**src/rtl/pi_ram.sv**
```systemverilog
// ----------------------------------------------------------------------------
// pi_ram
// Generic simple dual-port RAM: one write port, one registered read port.
// ----------------------------------------------------------------------------
module pi_ram #(
  parameter int WIDTH = 16,
  parameter int DEPTH = 16
) (
  input  logic                                   clk,
  input  logic                                   we,
  input  logic [(DEPTH > 1 ? $clog2(DEPTH) : 1)-1:0] waddr,
  input  logic [WIDTH-1:0]                       wdata,
  input  logic [(DEPTH > 1 ? $clog2(DEPTH) : 1)-1:0] raddr,
  output logic [WIDTH-1:0]                       rdata
);

  logic [WIDTH-1:0] mem [DEPTH];

  always_ff @(posedge clk) begin
    if (we) begin
      mem[waddr] <= wdata;
    end
    rdata <= mem[raddr];
  end

endmodule
```
**config.mk**
```make
export PLATFORM = sky130hd
export DESIGN_NAME = pi_ram
export DESIGN_NICKNAME = d
export VERILOG_FILES = /design/src/rtl/pi_ram.sv
export SDC_FILE = /design/constraint.sdc
export NUM_CORES = 1
export LEC_CHECK = 0
export ABC_AREA = 1
export BUFFER_PORTS_ARGS = -buffer_cell sky130_fd_sc_hd__buf_2
export CORE_MARGIN = 3
export CORE_UTILIZATION = 58
export CTS_BUF_LIST = sky130_fd_sc_hd__clkbuf_4 sky130_fd_sc_hd__clkbuf_8
export DETAILED_ROUTE_END_ITERATION = 7
export MAX_ROUTING_LAYER = met4
export PLACE_DENSITY = 0.89
export SKIP_LAST_GASP = 1
export SYNTH_ARGS = -nofsm -noshare
export SYNTH_HDL_FRONTEND = slang
export SYNTH_SLANG_ARGS = --single-unit
```
**constraint.sdc**
```tcl
create_clock -name clk -period 1.4 [get_ports clk]
set_input_delay 0 -clock clk [delete_from_list [all_inputs] [get_ports clk]]
set_output_delay 0 -clock clk [all_outputs]
set_load 0.05 [all_outputs]
```
# ---- After elaboration in Yosys (flattened, before gate mapping)
# Memory sizes are Yosys's and may differ from the RTL's. A register that Yosys moved wholly into a read port is not among the register bits.
# Index checks and enable logic that the tools add are counted.
dict set report op_classes {
  mux 2
}
# cell count
set op_table {}
lappend op_table {{2-to-1 mux 1 bit} 2}
dict set report word_totals {
  regBits 0
  ramBits 256
  input_bits 26
  output_inout_bits 16
  word_cells 3
  memories 1
}
# memory words width read_ports rd_clocked_by_memory_dff write_ports line
set memory_table {}
lappend memory_table {mem 16 16 1 1 1 17} ;# logic [WIDTH-1:0] mem [DEPTH];

# ---- Longest topological paths before layout
dict set report depth {
  word_depth 2
  mapped_depth 9
  mapped_depth_nobuf 7
}

# ---- Worst setup path after synthesis
# No wires, ideal clock.
dict set report synth_path {
  path_type {in2reg}
  from {input port waddr[2] (netlist bit)}
  to {memory mem[10][0] (enable)}
  setup_ps 388
  t_arrival_ps 911
  required_time_ps 1012
  path_slack_ps 100
  path_stages 2
  n_path_buf 0
  path_cell_list {nand3b_1 -> nor2_1}
}
# item line
set synth_lines {}
lappend synth_lines {{from (decl)} 11} ;# input logic [(DEPTH > 1 ? $clog2(DEPTH) : 1)-1:0] waddr,
lappend synth_lines {{to (decl)} 17}
# Straight into the memory's write port.

# ---- Worst setup path after layout
dict set report layout_path {
  from {register rdata[6], read port of mem}
  to {output port rdata[6]}
}
# item line
set layout_lines {}
lappend layout_lines {{from (decl)} 14} ;# output logic [WIDTH-1:0] rdata
# No word-level cell between the ends.

==> results <==
- Detailed placement ended at an HPWL of roughly 16 mm.
- The worst reg2reg path depth is 6.
- The final-stage net count is 1,195.
- TritonCTS built the clock tree.
- The class of the most critical hold timing path is in2reg.
- The cell with the largest stage delay on the worst path is dfxtp_1.
- Hold is met by ~41 ps.
- In the global route stage, overall resource usage came out at 27.4%.
- Summing over every cut layer, the via total after detailed routing is 8,175.
- The number of top-level pins is 42.
- STA classifies the critical path endpoint as an output port.
- The critical path ends at rdata[6].
- The run finished with clean final reports.
- The reg-to-reg startpoint is mem[8][9]$_DFFE_PP_.
- The overall power of the completed layout is 17,000 uW.
- The netlist area before placement is 11,400 um^2.
- The number of antenna violations at the first check in global routing is 0.
- In this run the critical register-to-register path is captured at rdata[9]$_DFF_P_.
- Gates resized during post-CTS repair numbered 0.
- The achievable frequency is between 700 and 800 MHz.
- Post-CTS timing repair inserted 0 buffers for setup.
- The number of setup violations in the final report is 0.
- Dividing the detail-routed wire length by the instance count gives approximately 19 um.
- The number of different library cells used by synthesis comes to 13.
- The number of placement rows is 50.
- The number of CTS-inserted buffers is 43.
- The number of buffers inserted by port buffering is 41.
- The final critical path time including I/O delays and setup is 1270 ps.
- The count of cells in the finished layout, fillers not included, comes to approximately 1,500.
- The maximum level of the CTS H-tree is 2.
- The worst setup path is launched from a flip-flop.
- The fraction of final layout cells sized beyond drive strength 1 is between 10 and 15%.
- The dominant delay contributor by cell family on the critical path is flip-flops.
- Once detail routing completed, the nets flagged for antenna violations numbered 0.
- In this run the worst path has a maximum fanout of 1.
- The most frequently used cell type in the post-synthesis netlist is nand2_1.
- The clock latency on the worst-skew pair is 550 ps.
- The number of inserted diodes is 0.
- The synthesized design contains roughly 260 enable-type register cells.
- The gate count of the mapped netlist is between 1,000 and 1,500.
- The area share of the largest cell type after synthesis is 67.5%.
- After floorplanning, the core was sized to cover 19,000 um^2.
- Between clock sinks in the finished design, the worst skew comes to 22.8 ps.
- The setup slack of the critical path after layout is 128 ps.
- Prior to clock tree synthesis, the placed netlist has a worst setup slack of ~160 ps.
- For this run, the slowest stage of the critical path takes 410 ps.
- The layout-stage area growth over the synthesis result is 16.0%.
- The leakage dissipation is 0.00572 uW.
- The final count of hold timing violations is 0.
- The sink count of the clock tree is 272.
- Measured along the x axis, the die boundary spans 146 um.
- The clock tree buffer depth is 3.
- The cell accounting for the most synthesized area is edfxtp_1.
- The average footprint of a synthesized cell is ~11 um^2.
- The critical setup path kind is reg2out.
- The cell at the root of the clock tree is clkbuf_8.
- The wire length reported by the detailed router is 27.9 mm.
- After detailed routing, the number of vias per cell comes to between 5 and 6.
- The length of the first detailed-routing pass in iterations is 6.
- The required time of the critical path is 1400 ps.
- For the pin with the worst max-slew slack, the measured transition is 361 ps.
- Entering global routing, the biggest net connects 45 pins.
- The critical path goes through buf_2.
- In this run, the number of DRC markers left after iteration 0 of detailed routing was 1,181.
- Together, buffers and inverters on the worst path number 1.
- The number of stages on the worst setup path is 1.
- After clock tree synthesis, the clock-pin slew on the worst setup and hold paths is 60 ps.
- The register area share after synthesis is 70.4%.
- The via count of the first global-routing pass was 8,359.
- The setup TNS after final layout is 0 ps.
- The worst-case vdd ir drop is 770 uV.
- For the worst setup path, the data arrival time is 1270 ps.
- Dividing the final minimum period by the clock period gives 90.9%.
- The remaining routing DRC violations is 0.
- The post-synthesis register bit count is between 200 and 300.
- Max-cap violations in this run came to 0.
- Setup repair after global routing left no endpoint under its margin.
- The worst-case headroom to the max-slew limit is between 70% and 80%.
- The die covers 21,300 um^2.
- The remaining global-route overflow is 0.
- The final estimated routing congestion in global placement is between 0.8 and 0.9.
- Ranked by instance count, the synthesized netlist is headed by 341 x nand2_1, 256 x edfxtp_1, 196 x inv_1.
- The max-slew violation count is 0.
- The number of warning messages in the yosys log is 0.
- The first global-routing pass estimated 44.0 mm of wire.
- In the synthesized netlist the dominant register cell turns out to be edfxtp_1.
- Fill cells in the final layout number 1,228.
- The die is 146 um tall.
- After synthesis, the cell types taking the most area are edfxtp_1 68%, nand2_1 11%, nand3_1 8.5%, inv_1 6.5%, dfxtp_1 2.8%.
- The origin of the worst setup path is rdata[6]$_DFF_P_.
- Once placement completed, the tool counted placed cells totaling 1,367.
- The initial core utilization is roughly three fifths.
- The worst reg-to-reg setup slack is 340 ps.
- The post-synthesis net count is approximately 1,100.
- The count of hold-fix buffers inserted at cts is 17.
- Dividing total power by cell area gives a power density of around 1300 nW/um^2.
- Counting flops with an async set or reset pin after synthesis yields a share of 0%.
==> layout make-up <==
type,instances,area [um^2],share of cell area (%)
multi-input cells,553,2360,17.9
inverters,198,744,5.64
repair buffers,101,913,6.92
well taps,260,325,2.46
clock buffers,65,776,5.88
clock inverters,15,66.3,0.502
flip-flops and latches,272,8010,60.7
==> layout by cell type, fill, tap and decap left out, drive strengths merged <==
cell         synthesis  routed
buf                 41      84
nand2              341     341
dlygate4sd3          0      17
clkinvlp             0       1
nand3              193     193
edfxtp             256     256
dfxtp               16      16
clkbuf              10      65
nand3b               2       2
nor2                17      17
inv                198     198
clkinv               0      14
==> through the flow <==
stage / instance area, um^2 / util (%)
after floorplan: 11400 / -
after global placement: 12200 / 64.1
after detailed placement: 12200 / 64.1
after CTS: 13200 / 69.4
after global routing: 13200 / 69.4
final: 13200 / 69.4
==> state kept, by name (all words and copies together), names as in the netlist <==
register  flops
mem         256
rdata        16
==> layer usage <==
metal	global-route usage (%)	routed length (um)
met1	33.3	9860
met2	44.1	13800
met3	5.09	2800
met4	14.5	1420
met5	-	0
==> where the power goes <==
group / internal [uW] / switching (uW) / total, uW / leakage (uW)
clock network: 3540 / 2980 / 6520 / 0.000446
registers: 9100 / 59.8 / 9160 / 0.00245
logic: 385 / 967 / 1350 / 0.00283
total: 13000 / 4010 / 17000 / 0.00572
==> kinds of logic (layout without fill, tap and decap cells) <==
| kind of cell | after synthesis | after routing | synth area share (%) |
|---|---|---|---|
| buf+inv | 249 | 379 | 9.21 |
| flops | 272 | 272 | 70.4 |
| simple gates | 553 | 553 | 20.4 |
==> worst min path at each step <==
stage          slack (ps)     start  depth (start not counted)              endpoint
2_1_floorplan         100  wdata[0]                          0   mem[0][0]$_DFFE_PP_
3_3_place_gp          380  wdata[5]                          1   mem[7][5]$_DFFE_PP_
3_5_place_dp          390  wdata[9]                          1  mem[14][9]$_DFFE_PP_
4_1_cts                 5  raddr[2]                          5      rdata[6]$_DFF_P_
5_1_grt                70  raddr[2]                          5      rdata[0]$_DFF_P_
6_report               40  raddr[2]                          5      rdata[6]$_DFF_P_
Power figures use the tool's default switching activity.
